--- config.mk ---
export PLATFORM = sky130hd
export DESIGN_NAME = hdlc_tx_framer_crc_bitstuff_flat
export DESIGN_NICKNAME = d
export VERILOG_FILES = /design/src/rtl/core/htx_pkg.sv /design/src/rtl/core/htx_if.sv /design/src/rtl/core/hdlc_tx_framer_crc_bitstuff.sv /design/src/rtl/core/htx_ctrl.sv /design/src/rtl/core/htx_datapath.sv /design/src/flat_wrapper.sv
export SDC_FILE = /design/constraint.sdc
export NUM_CORES = 1
export LEC_CHECK = 0
export BUFFER_PORTS_ARGS = -buffer_cell sky130_fd_sc_hd__buf_4
export CORE_AREA = 3 3 84 86
export CTS_CLUSTER_DIAMETER = 60
export DETAILED_ROUTE_END_ITERATION = 16
export DIE_AREA = 0 0 87 89
export PLACE_DENSITY = 0.67
export SLEW_MARGIN = 10
export SYNTH_ARGS = -nofsm -noshare
export SYNTH_HDL_FRONTEND = slang
export SYNTH_SLANG_ARGS = --single-unit
--- constraint.sdc ---
create_clock -name clk -period 2.6 [get_ports clk]
set_input_delay 0.39 -clock clk [delete_from_list [all_inputs] [get_ports clk]]
set_output_delay 0.39 -clock clk [all_outputs]
set_load 0.005 [all_outputs]
--- src/rtl/core/htx_pkg.sv ---
// ----------------------------------------------------------------------------
// htx_pkg
// Shared types and constants of the HDLC transmit framer: controller states,
// emit kinds, the command and status groups and the framing constants.
// ----------------------------------------------------------------------------
package htx_pkg;

  localparam int unsigned MAX_FRAME_BYTES = 512;
  localparam int unsigned POS_W           = 10;
  localparam int unsigned CNT_W           = POS_W + 1;
  localparam int unsigned CFG_IDX_W       = 1;
  localparam int unsigned CFG_DATA_W      = 3;

  localparam logic [CNT_W-1:0] LEN_LIMIT = CNT_W'(MAX_FRAME_BYTES - 2);
  localparam logic [CNT_W-1:0] LEN_MIN   = CNT_W'(16);
  localparam logic [POS_W-1:0] SSID_POS_A = POS_W'(6);
  localparam logic [POS_W-1:0] SSID_POS_B = POS_W'(13);

  localparam logic [15:0] CRC_POLY  = 16'h8408;
  localparam logic [15:0] CRC_INIT  = 16'hFFFF;
  localparam logic [7:0]  SSID_MASK = 8'h1F;
  localparam logic [7:0]  SSID_SET  = 8'hE0;
  // Flag 0x7E; bit b of this word is the b-th bit on the line.
  localparam logic [7:0]  FLAG_PATTERN = 8'b0111_1110;
  localparam logic [2:0]  STUFF_RUN    = 3'd5;

  localparam logic [CFG_IDX_W-1:0] REG_PREAMBLE = 1'b0;
  localparam logic [CFG_IDX_W-1:0] REG_CLOSING  = 1'b1;

  typedef enum logic [2:0] {
    ST_IDLE,
    ST_PRE,
    ST_DATA,
    ST_FCS_LO,
    ST_FCS_HI,
    ST_CLOSE,
    ST_ERR
  } ctrl_state_t;

  typedef enum logic [1:0] {
    EM_PRE,
    EM_CLOSE,
    EM_SER,
    EM_ERR
  } emit_kind_t;

  typedef struct packed {
    logic       accept;
    logic       emit;
    emit_kind_t kind;
    logic       fold_crc;
    logic       load_fcs_lo;
    logic       load_fcs_hi;
    logic       close;
  } ctrl_cmd_t;

  typedef struct packed {
    logic over;
    logic short_frame;
    logic first_byte;
    logic in_fin;
    logic fin;
    logic can_emit;
    logic flag_done;
    logic ser_done;
  } dp_status_t;

endpackage

--- src/rtl/core/htx_if.sv ---
// ----------------------------------------------------------------------------
// htx_in_if / htx_out_if
// Valid/ready channels of the framer: frame bytes in, line bits out.
// ----------------------------------------------------------------------------
interface htx_in_if;
  logic       valid;
  logic       ready;
  logic [7:0] frame_byte;
  logic       final_byte;

  modport source (output valid, output frame_byte, output final_byte, input ready);
  modport sink   (input valid, input frame_byte, input final_byte, output ready);
endinterface

interface htx_out_if;
  logic valid;
  logic ready;
  logic line_bit;
  logic end_of_frame;
  logic length_error;

  modport source (output valid, output line_bit, output end_of_frame,
                  output length_error, input ready);
  modport sink   (input valid, input line_bit, input end_of_frame,
                  input length_error, output ready);
endinterface

--- src/rtl/core/hdlc_tx_framer_crc_bitstuff.sv ---
// ----------------------------------------------------------------------------
// hdlc_tx_framer_crc_bitstuff
// AX.25 / HDLC transmit framer with CRC-16 (X.25 FCS) and zero-bit stuffing.
// ----------------------------------------------------------------------------
// Frame bytes enter on in_chan, one per transfer, with final_byte set on the
// last byte of a frame. Line bits leave on out_chan, one per transfer, ahead
// of an NRZI coder. The first byte of a frame is preceded by the preamble
// flags; the last byte is followed by the inverted FCS and the closing flags,
// and end_of_frame marks the last closing-flag bit. A frame shorter than 16
// bytes, or longer than MAX_FRAME_BYTES-2, ends in one error transfer instead.
// The cfg_ port writes the preamble flag count (index 0) and the closing flag
// count (index 1). Write it only while the framer is idle; the block itself
// does not enforce this. A byte is taken while the sequencer is idle; the
// sequencer state is registered, and the first bit that follows then goes
// into the output register. The bit sequencer sends one line bit per cycle
// unless the receiver stalls. One byte is in work at a time. When the
// receiver stalls, the output register holds its bit and the sequencer
// waits. Reset empties the output register, closes any open frame and sets
// both flag counts to 1.
// ----------------------------------------------------------------------------
module hdlc_tx_framer_crc_bitstuff (
  input  logic                           clk,
  input  logic                           rst_n,
  htx_in_if.sink                         in_chan,
  htx_out_if.source                      out_chan,
  input  logic                           cfg_we,
  input  logic [htx_pkg::CFG_IDX_W-1:0]  cfg_index,
  input  logic [htx_pkg::CFG_DATA_W-1:0] cfg_data
);

  htx_pkg::ctrl_cmd_t  cmd;
  htx_pkg::dp_status_t sts;

  // The sequencer owns the phase of the frame and the input handshake.
  htx_ctrl u_ctrl (
    .clk      (clk),
    .rst_n    (rst_n),
    .in_valid (in_chan.valid),
    .in_ready (in_chan.ready),
    .sts      (sts),
    .cmd      (cmd)
  );

  // The datapath keeps the CRC, the stuffing run, the byte position and the
  // output register that decouples the sequencer from a stalling receiver.
  htx_datapath u_datapath (
    .clk              (clk),
    .rst_n            (rst_n),
    .cfg_we           (cfg_we),
    .cfg_index        (cfg_index),
    .cfg_data         (cfg_data),
    .in_frame_byte    (in_chan.frame_byte),
    .in_final_byte    (in_chan.final_byte),
    .cmd              (cmd),
    .sts              (sts),
    .out_ready        (out_chan.ready),
    .out_valid        (out_chan.valid),
    .out_line_bit     (out_chan.line_bit),
    .out_end_of_frame (out_chan.end_of_frame),
    .out_length_error (out_chan.length_error)
  );

endmodule

--- src/rtl/core/htx_ctrl.sv ---
// ----------------------------------------------------------------------------
// htx_ctrl
// Sequencer of the framer: walks preamble, data, FCS and closing phases, or sends the error transfer.
// ----------------------------------------------------------------------------
module htx_ctrl (
  input  logic                clk,
  input  logic                rst_n,
  input  logic                in_valid,
  output logic                in_ready,
  input  htx_pkg::dp_status_t sts,
  output htx_pkg::ctrl_cmd_t  cmd
);

  htx_pkg::ctrl_state_t state_r, state_nxt;

  always_ff @(posedge clk) begin
    if (!rst_n) begin
      state_r <= htx_pkg::ST_IDLE;
    end else begin
      state_r <= state_nxt;
    end
  end

  always_comb begin
    state_nxt       = state_r;
    in_ready        = 1'b0;
    cmd             = '0;
    cmd.kind        = htx_pkg::EM_SER;
    case (state_r)
      htx_pkg::ST_IDLE: begin
        in_ready   = 1'b1;
        cmd.accept = in_valid;
        if (in_valid) begin
          if (sts.over) begin
            if (sts.in_fin) state_nxt = htx_pkg::ST_ERR;
          end else if (sts.short_frame) begin
            state_nxt = htx_pkg::ST_ERR;
          end else if (sts.first_byte) begin
            state_nxt = htx_pkg::ST_PRE;
          end else begin
            state_nxt = htx_pkg::ST_DATA;
          end
        end
      end
      htx_pkg::ST_PRE: begin
        if (sts.can_emit) begin
          cmd.emit = 1'b1;
          cmd.kind = htx_pkg::EM_PRE;
          if (sts.flag_done) state_nxt = htx_pkg::ST_DATA;
        end
      end
      htx_pkg::ST_DATA: begin
        if (sts.can_emit) begin
          cmd.emit     = 1'b1;
          cmd.kind     = htx_pkg::EM_SER;
          cmd.fold_crc = 1'b1;
          if (sts.ser_done) begin
            if (sts.fin) begin
              cmd.load_fcs_lo = 1'b1;
              state_nxt       = htx_pkg::ST_FCS_LO;
            end else begin
              state_nxt = htx_pkg::ST_IDLE;
            end
          end
        end
      end
      htx_pkg::ST_FCS_LO: begin
        if (sts.can_emit) begin
          cmd.emit = 1'b1;
          cmd.kind = htx_pkg::EM_SER;
          if (sts.ser_done) begin
            cmd.load_fcs_hi = 1'b1;
            state_nxt       = htx_pkg::ST_FCS_HI;
          end
        end
      end
      htx_pkg::ST_FCS_HI: begin
        if (sts.can_emit) begin
          cmd.emit = 1'b1;
          cmd.kind = htx_pkg::EM_SER;
          if (sts.ser_done) state_nxt = htx_pkg::ST_CLOSE;
        end
      end
      htx_pkg::ST_CLOSE: begin
        if (sts.can_emit) begin
          cmd.emit = 1'b1;
          cmd.kind = htx_pkg::EM_CLOSE;
          if (sts.flag_done) begin
            cmd.close = 1'b1;
            state_nxt = htx_pkg::ST_IDLE;
          end
        end
      end
      htx_pkg::ST_ERR: begin
        if (sts.can_emit) begin
          cmd.emit  = 1'b1;
          cmd.kind  = htx_pkg::EM_ERR;
          cmd.close = 1'b1;
          state_nxt = htx_pkg::ST_IDLE;
        end
      end
      default: begin
        state_nxt = htx_pkg::ST_IDLE;
      end
    endcase
  end

endmodule

--- src/rtl/core/htx_datapath.sv ---
// ----------------------------------------------------------------------------
// htx_datapath
// Frame state, serial CRC, bit stuffer, flag generator and output register.
// ----------------------------------------------------------------------------
module htx_datapath (
  input  logic                                  clk,
  input  logic                                  rst_n,
  input  logic                                  cfg_we,
  input  logic [htx_pkg::CFG_IDX_W-1:0]         cfg_index,
  input  logic [htx_pkg::CFG_DATA_W-1:0]        cfg_data,
  input  logic [7:0]                            in_frame_byte,
  input  logic                                  in_final_byte,
  input  htx_pkg::ctrl_cmd_t                    cmd,
  output htx_pkg::dp_status_t                   sts,
  input  logic                                  out_ready,
  output logic                                  out_valid,
  output logic                                  out_line_bit,
  output logic                                  out_end_of_frame,
  output logic                                  out_length_error
);

  logic [2:0]                  pre_cnt_r;
  logic [1:0]                  clo_cnt_r;
  logic [15:0]                 crc_r, crc_nxt;
  logic [2:0]                  ones_r, ones_nxt;
  logic                        pend_r, pend_nxt;
  logic [htx_pkg::POS_W-1:0]   pos_r, pos_nxt;
  logic                        ovf_r, ovf_nxt;
  logic [2:0]                  bit_cnt_r, bit_cnt_nxt;
  logic [1:0]                  flag_cnt_r, flag_cnt_nxt;
  logic [7:0]                  sh_r, sh_nxt;
  logic                        fin_r, fin_nxt;
  logic                        valid_r, valid_nxt;
  logic                        bit_r, bit_nxt;
  logic                        eof_r, eof_nxt;
  logic                        err_r, err_nxt;

  logic [htx_pkg::CNT_W-1:0]   count;
  logic [1:0]                  pre_last, clo_last;
  logic                        flag_last;
  logic                        ser_bit;
  logic                        fb;

  assign count = {1'b0, pos_r} + htx_pkg::CNT_W'(1);

  // Out-of-range flag counts are clamped into 1..4 and 1..2.
  always_comb begin
    if (pre_cnt_r == 3'd0)      pre_last = 2'd0;
    else if (pre_cnt_r > 3'd4)  pre_last = 2'd3;
    else                        pre_last = 2'(pre_cnt_r - 3'd1);
    if (clo_cnt_r == 2'd0)      clo_last = 2'd0;
    else if (clo_cnt_r > 2'd2)  clo_last = 2'd1;
    else                        clo_last = clo_cnt_r - 2'd1;
  end

  // Preamble flags only precede a byte that is not final, and closing flags
  // only follow a final byte, so the held final mark picks the flag count.
  assign flag_last = fin_r ? (flag_cnt_r == clo_last) : (flag_cnt_r == pre_last);
  assign ser_bit   = sh_r[0];
  assign fb        = crc_r[0] ^ ser_bit;

  always_comb begin
    sts.over        = ovf_r || (count > htx_pkg::LEN_LIMIT);
    sts.short_frame = in_final_byte && (count < htx_pkg::LEN_MIN);
    sts.first_byte  = (pos_r == '0);
    sts.in_fin      = in_final_byte;
    sts.fin         = fin_r;
    sts.can_emit    = !valid_r || out_ready;
    sts.flag_done   = (bit_cnt_r == 3'd7) && flag_last;
    sts.ser_done    = pend_r ? (bit_cnt_r == 3'd0)
                             : ((bit_cnt_r == 3'd7) &&
                                !(ser_bit && (ones_r == htx_pkg::STUFF_RUN - 3'd1)));
  end

  always_comb begin
    crc_nxt      = crc_r;
    ones_nxt     = ones_r;
    pend_nxt     = pend_r;
    pos_nxt      = pos_r;
    ovf_nxt      = ovf_r;
    bit_cnt_nxt  = bit_cnt_r;
    flag_cnt_nxt = flag_cnt_r;
    sh_nxt       = sh_r;
    fin_nxt      = fin_r;
    valid_nxt    = valid_r && !out_ready;
    bit_nxt      = bit_r;
    eof_nxt      = eof_r;
    err_nxt      = err_r;

    if (cmd.accept) begin
      fin_nxt = in_final_byte;
      if ((pos_r == htx_pkg::SSID_POS_A) || (pos_r == htx_pkg::SSID_POS_B)) begin
        sh_nxt = (in_frame_byte & htx_pkg::SSID_MASK) | htx_pkg::SSID_SET;
      end else begin
        sh_nxt = in_frame_byte;
      end
      if (sts.over) begin
        ovf_nxt = 1'b1;
      end else if (!sts.short_frame) begin
        pos_nxt = count[htx_pkg::POS_W-1:0];
      end
    end

    if (cmd.emit) begin
      valid_nxt = 1'b1;
      eof_nxt   = 1'b0;
      err_nxt   = 1'b0;
      case (cmd.kind)
        htx_pkg::EM_PRE, htx_pkg::EM_CLOSE: begin
          bit_nxt     = htx_pkg::FLAG_PATTERN[bit_cnt_r];
          eof_nxt     = (cmd.kind == htx_pkg::EM_CLOSE) && sts.flag_done;
          bit_cnt_nxt = bit_cnt_r + 3'd1;
          if (bit_cnt_r == 3'd7) begin
            flag_cnt_nxt = flag_last ? 2'd0 : flag_cnt_r + 2'd1;
          end
        end
        htx_pkg::EM_SER: begin
          if (pend_r) begin
            bit_nxt  = 1'b0;
            pend_nxt = 1'b0;
            ones_nxt = 3'd0;
          end else begin
            bit_nxt     = ser_bit;
            sh_nxt      = {1'b0, sh_r[7:1]};
            bit_cnt_nxt = bit_cnt_r + 3'd1;
            if (cmd.fold_crc) begin
              crc_nxt = {1'b0, crc_r[15:1]} ^ (fb ? htx_pkg::CRC_POLY : 16'h0000);
            end
            if (ser_bit) begin
              if (ones_r == htx_pkg::STUFF_RUN - 3'd1) begin
                pend_nxt = 1'b1;
                ones_nxt = 3'd0;
              end else begin
                ones_nxt = ones_r + 3'd1;
              end
            end else begin
              ones_nxt = 3'd0;
            end
          end
        end
        htx_pkg::EM_ERR: begin
          bit_nxt = 1'b0;
          eof_nxt = 1'b1;
          err_nxt = 1'b1;
        end
        default: begin
          bit_nxt = 1'b0;
        end
      endcase
    end

    // The FCS is sent inverted, low byte first.
    if (cmd.load_fcs_lo) sh_nxt = ~crc_nxt[7:0];
    if (cmd.load_fcs_hi) sh_nxt = ~crc_r[15:8];

    if (cmd.close) begin
      crc_nxt      = htx_pkg::CRC_INIT;
      ones_nxt     = 3'd0;
      pend_nxt     = 1'b0;
      pos_nxt      = '0;
      ovf_nxt      = 1'b0;
      bit_cnt_nxt  = 3'd0;
      flag_cnt_nxt = 2'd0;
    end
  end

  always_ff @(posedge clk) begin
    if (!rst_n) begin
      pre_cnt_r  <= 3'd1;
      clo_cnt_r  <= 2'd1;
      crc_r      <= htx_pkg::CRC_INIT;
      ones_r     <= 3'd0;
      pend_r     <= 1'b0;
      pos_r      <= '0;
      ovf_r      <= 1'b0;
      bit_cnt_r  <= 3'd0;
      flag_cnt_r <= 2'd0;
      valid_r    <= 1'b0;
    end else begin
      if (cfg_we && (cfg_index == htx_pkg::REG_PREAMBLE)) pre_cnt_r <= cfg_data;
      if (cfg_we && (cfg_index == htx_pkg::REG_CLOSING))  clo_cnt_r <= cfg_data[1:0];
      crc_r      <= crc_nxt;
      ones_r     <= ones_nxt;
      pend_r     <= pend_nxt;
      pos_r      <= pos_nxt;
      ovf_r      <= ovf_nxt;
      bit_cnt_r  <= bit_cnt_nxt;
      flag_cnt_r <= flag_cnt_nxt;
      valid_r    <= valid_nxt;
    end
  end

  always_ff @(posedge clk) begin
    sh_r  <= sh_nxt;
    fin_r <= fin_nxt;
    bit_r <= bit_nxt;
    eof_r <= eof_nxt;
    err_r <= err_nxt;
  end

  assign out_valid        = valid_r;
  assign out_line_bit     = bit_r;
  assign out_end_of_frame = eof_r;
  assign out_length_error = err_r;

endmodule

--- src/flat_wrapper.sv ---
// flat-port wrapper written by rule: the top's interface ports become plain ports
module hdlc_tx_framer_crc_bitstuff_flat 
  (clk, rst_n, cfg_we, cfg_index, cfg_data, in_chan_valid, in_chan_frame_byte, in_chan_final_byte, in_chan_ready, out_chan_valid, out_chan_line_bit, out_chan_end_of_frame, out_chan_length_error, out_chan_ready);
  htx_in_if in_chan_i ();
  htx_out_if out_chan_i ();
  input  logic clk;
  input  logic rst_n;
  input  logic cfg_we;
  input  logic [htx_pkg::CFG_IDX_W-1:0] cfg_index;
  input  logic [htx_pkg::CFG_DATA_W-1:0] cfg_data;
  input wire logic [$bits(in_chan_i.valid)-1:0] in_chan_valid;
  input wire logic [$bits(in_chan_i.frame_byte)-1:0] in_chan_frame_byte;
  input wire logic [$bits(in_chan_i.final_byte)-1:0] in_chan_final_byte;
  output wire logic [$bits(in_chan_i.ready)-1:0] in_chan_ready;
  output wire logic [$bits(out_chan_i.valid)-1:0] out_chan_valid;
  output wire logic [$bits(out_chan_i.line_bit)-1:0] out_chan_line_bit;
  output wire logic [$bits(out_chan_i.end_of_frame)-1:0] out_chan_end_of_frame;
  output wire logic [$bits(out_chan_i.length_error)-1:0] out_chan_length_error;
  input wire logic [$bits(out_chan_i.ready)-1:0] out_chan_ready;
  assign in_chan_i.valid = in_chan_valid;
  assign in_chan_i.frame_byte = in_chan_frame_byte;
  assign in_chan_i.final_byte = in_chan_final_byte;
  assign in_chan_ready = in_chan_i.ready;
  assign out_chan_valid = out_chan_i.valid;
  assign out_chan_line_bit = out_chan_i.line_bit;
  assign out_chan_end_of_frame = out_chan_i.end_of_frame;
  assign out_chan_length_error = out_chan_i.length_error;
  assign out_chan_i.ready = out_chan_ready;
  hdlc_tx_framer_crc_bitstuff u_core (.clk(clk), .rst_n(rst_n), .in_chan(in_chan_i), .out_chan(out_chan_i), .cfg_we(cfg_we), .cfg_index(cfg_index), .cfg_data(cfg_data));
endmodule
==> results.toml <==
[grt]
grt_pass1_wl_um = 12100
overflow = 0
gr-usage-all-layers_pct = 19.6
grt_pass1_vias = 2658
grt_max_degree = 22
grt_antenna_before_repair = 0

[synth]
seq_area_frac_synth_pct = 37.0
async_flop_share_pct = 0
ys.flop_type = "dfxtp_1"
ys_ff_latch = 57
syn_nets = 406
yosys_warnings = 0
synth_cell_types = 54
synth_largest_area_cell = "dfxtp_1"
synth_top_area_share_pct = 33.3
synth_edf_count = 4
synthCells = 377
synth.area.top_cells = "dfxtp_1 (33%), mux2i_1 (10%), nand2_1 (6.2%)"
syn_area_per_cell_um2 = 8.46
syn_area_um2 = 3190

[finish]
fillCellCount = 596
diodes = 0
instances_no_fill = 496
final_area_um2 = 3750
fin_util_pct = 59.0
seqCellArea_um2 = 1180
nNetsFinal = 443
layout_common_cells = "nand2_1 (53), dfxtp_1 (51), buf_4 (46)"
final_common_cell = "nand2_1"
drive_above_1_share_pct = 17.7
multi_input_area_um2 = 1840
syn2layout_area_growth_pct = 17.5

[floorplan]
initial_utilization_pct = 50.2
fp-row-count = 29
die_w_um = 87
core-area_um2 = 6350
ioPinCount = 23
die_h_um = 89
die-area_um2 = 7740

[critical_path]
crit_slowest_cell = "dfxtp_2"
crit_type = "reg2reg"
cp.arrival_ns = 2.67
required_ns = 2.85
crit_path_start_kind = "flop"
path_cells = "ha_1 > and3_2 > and3_1 > nor2_1 > a311oi_4 > o311a_2 > nor2b_1 > buf_4 > mux2i_1"
critPathMaxFanout = 9
rrSetupSlack_ns = 0.19
slowest_delay_ns = 0.41
endpoint_kind = "flop"

[timing]
holdWs_ns = 0.278
final-hold-violation-count = 0
fmax_mhz = 414
min_period_ns = 2.41
fin_crit_sh_pct = 92.9
setup_viol = 0
max_slew_margin_pct = 44.2
fin_worst_skew_ns = 0.00850
tns_ns = 0
slew_viol_final = 0
worst_slew_pin_slew_ns = 0.834
grt_setup_unrepaired = "false"

[drt]
dr.pass1.iters = 4
drt-total-wl_um = 6990
ant_nets = 0
routedWlPerCell_um = 14.1
drc = 0
vias_per_cell = 5.60
vias = 2776
drt_iter0_drc = 140

[place]
gp_congestion = 0.884
placed_cells = 474
place.port_buffers = 22
hpwl_um = 4890
dpl_cell_area_um2 = 3470

[job]
max_cap_violations = 0

[power]
p_leak_uw = 0.00157
peakVddDrop_v = 0.000582
p_per_area_nw_per_um2 = 920

[outcome]
status = "finished, final reports clean"

[clocking]
cts_buffers = 9
clk_pin_slew_ns = 0.06
cts_hold_buf = 0
numClockSinks = 57
clk_path_buf_depth = 2
cts_tree = "built"
clock_latency_ns = 0.33
root_buffer = "clkbuf_8"
htreeDepth = 3

[hold_path]
hold_path.class = "in2reg"
worst paths after layout:
kind,startpoint,end,cells after the start
setup reg to reg,u_core.u_datapath.pos_r[0],u_core.u_datapath.sh_r[5],9
setup / recovery,u_core.u_datapath.pos_r[0],u_core.u_datapath.sh_r[5],9
hold / removal,in_chan_final_byte,u_core.u_datapath.fin_r,1
hold reg to reg,u_core.u_datapath.crc_r[14],u_core.u_datapath.sh_r[6],1
worst max-delay path: cells and delay by family, from the launching register on:
family / cells / cell delay (ns)
simple gates: 4 / 0.69
compound gates: 2 / 0.56
flops: 1 / 0.41
fa+ha+maj: 1 / 0.26
buf+inv: 1 / 0.21
mux: 1 / 0.21
cells by family (layout without fill, tap and decap cells):
kind of cell / Yosys count / after routing / synth area share [%]
fa+ha+maj: 11 / 11 / 4.32
mux: 34 / 34 / 10.9
buf+inv: 35 / 77 / 5.22
compound gates: 73 / 73 / 15.6
flops: 57 / 57 / 37.0
xor+xnor: 9 / 9 / 2.47
simple gates: 158 / 158 / 24.5
flip-flops by register name, indices dropped and copies added (netlist names), named ones only:
name and flops:
u_core.u_ctrl.state_r 3, u_core.u_datapath.bit_cnt_r 3, u_core.u_datapath.clo_cnt_r 1, u_core.u_datapath.crc_r 16, u_core.u_datapath.fin_r 1, u_core.u_datapath.flag_cnt_r 2, u_core.u_datapath.ones_r 3, u_core.u_datapath.out_end_of_frame 1
u_core.u_datapath.out_length_error 1, u_core.u_datapath.out_line_bit 1, u_core.u_datapath.out_valid 1, u_core.u_datapath.ovf_r 1, u_core.u_datapath.pend_r 1, u_core.u_datapath.pos_r 10, u_core.u_datapath.pre_cnt_r 3, u_core.u_datapath.sh_r 8
synth_stat cells (8+ instances only):
cell type and number:
a21oi_1 18, clkbuf_1 11, dfxtp_1 53, ha_1 11, inv_1 15, mux2i_1 32, nand2_1 53, nand3_1 20
nor2_1 31, nor2b_1 9, nor3_1 9, o211ai_1 8, o21ai_0 15
report_power, final:
group	switching, µW	internal (µW)	total, µW
clock network	352	550	902
logic	679	584	1260
registers	178	1100	1280
metrics by stage:
step           setup WS, ns  total power (µW)
2_1_floorplan         0.205              2190
3_3_place_gp          0.106              2500
3_5_place_dp         0.0158              2530
4_1_cts              0.0674              3450
5_1_grt              0.0125              3700
6_report              0.185              3450
timing repair:
action | in CTS | in global routing
endpoints found under the setup margin | 3 | 14
pin swaps | 0 | 2
resized for setup | 2 | 2
buffers inserted | 0 | 6
routing by layer:
metal | wire length [µm] | global-route usage, %
met4 | 94 | 7.37
met5 | 0 | 0
met1 | 3350 | 26.0
met2 | 3240 | 31.0
met3 | 301 | 4.79
final cells by class:
cell class,count,share of cell area [%]
multi-input cells,285,49.2
flip-flops and latches,57,31.6
inverters,15,1.50
clock buffers,12,4.71
repair buffers,46,9.22
well taps,77,2.57
clock inverters,4,1.24
Power figures use the tool's default switching activity.
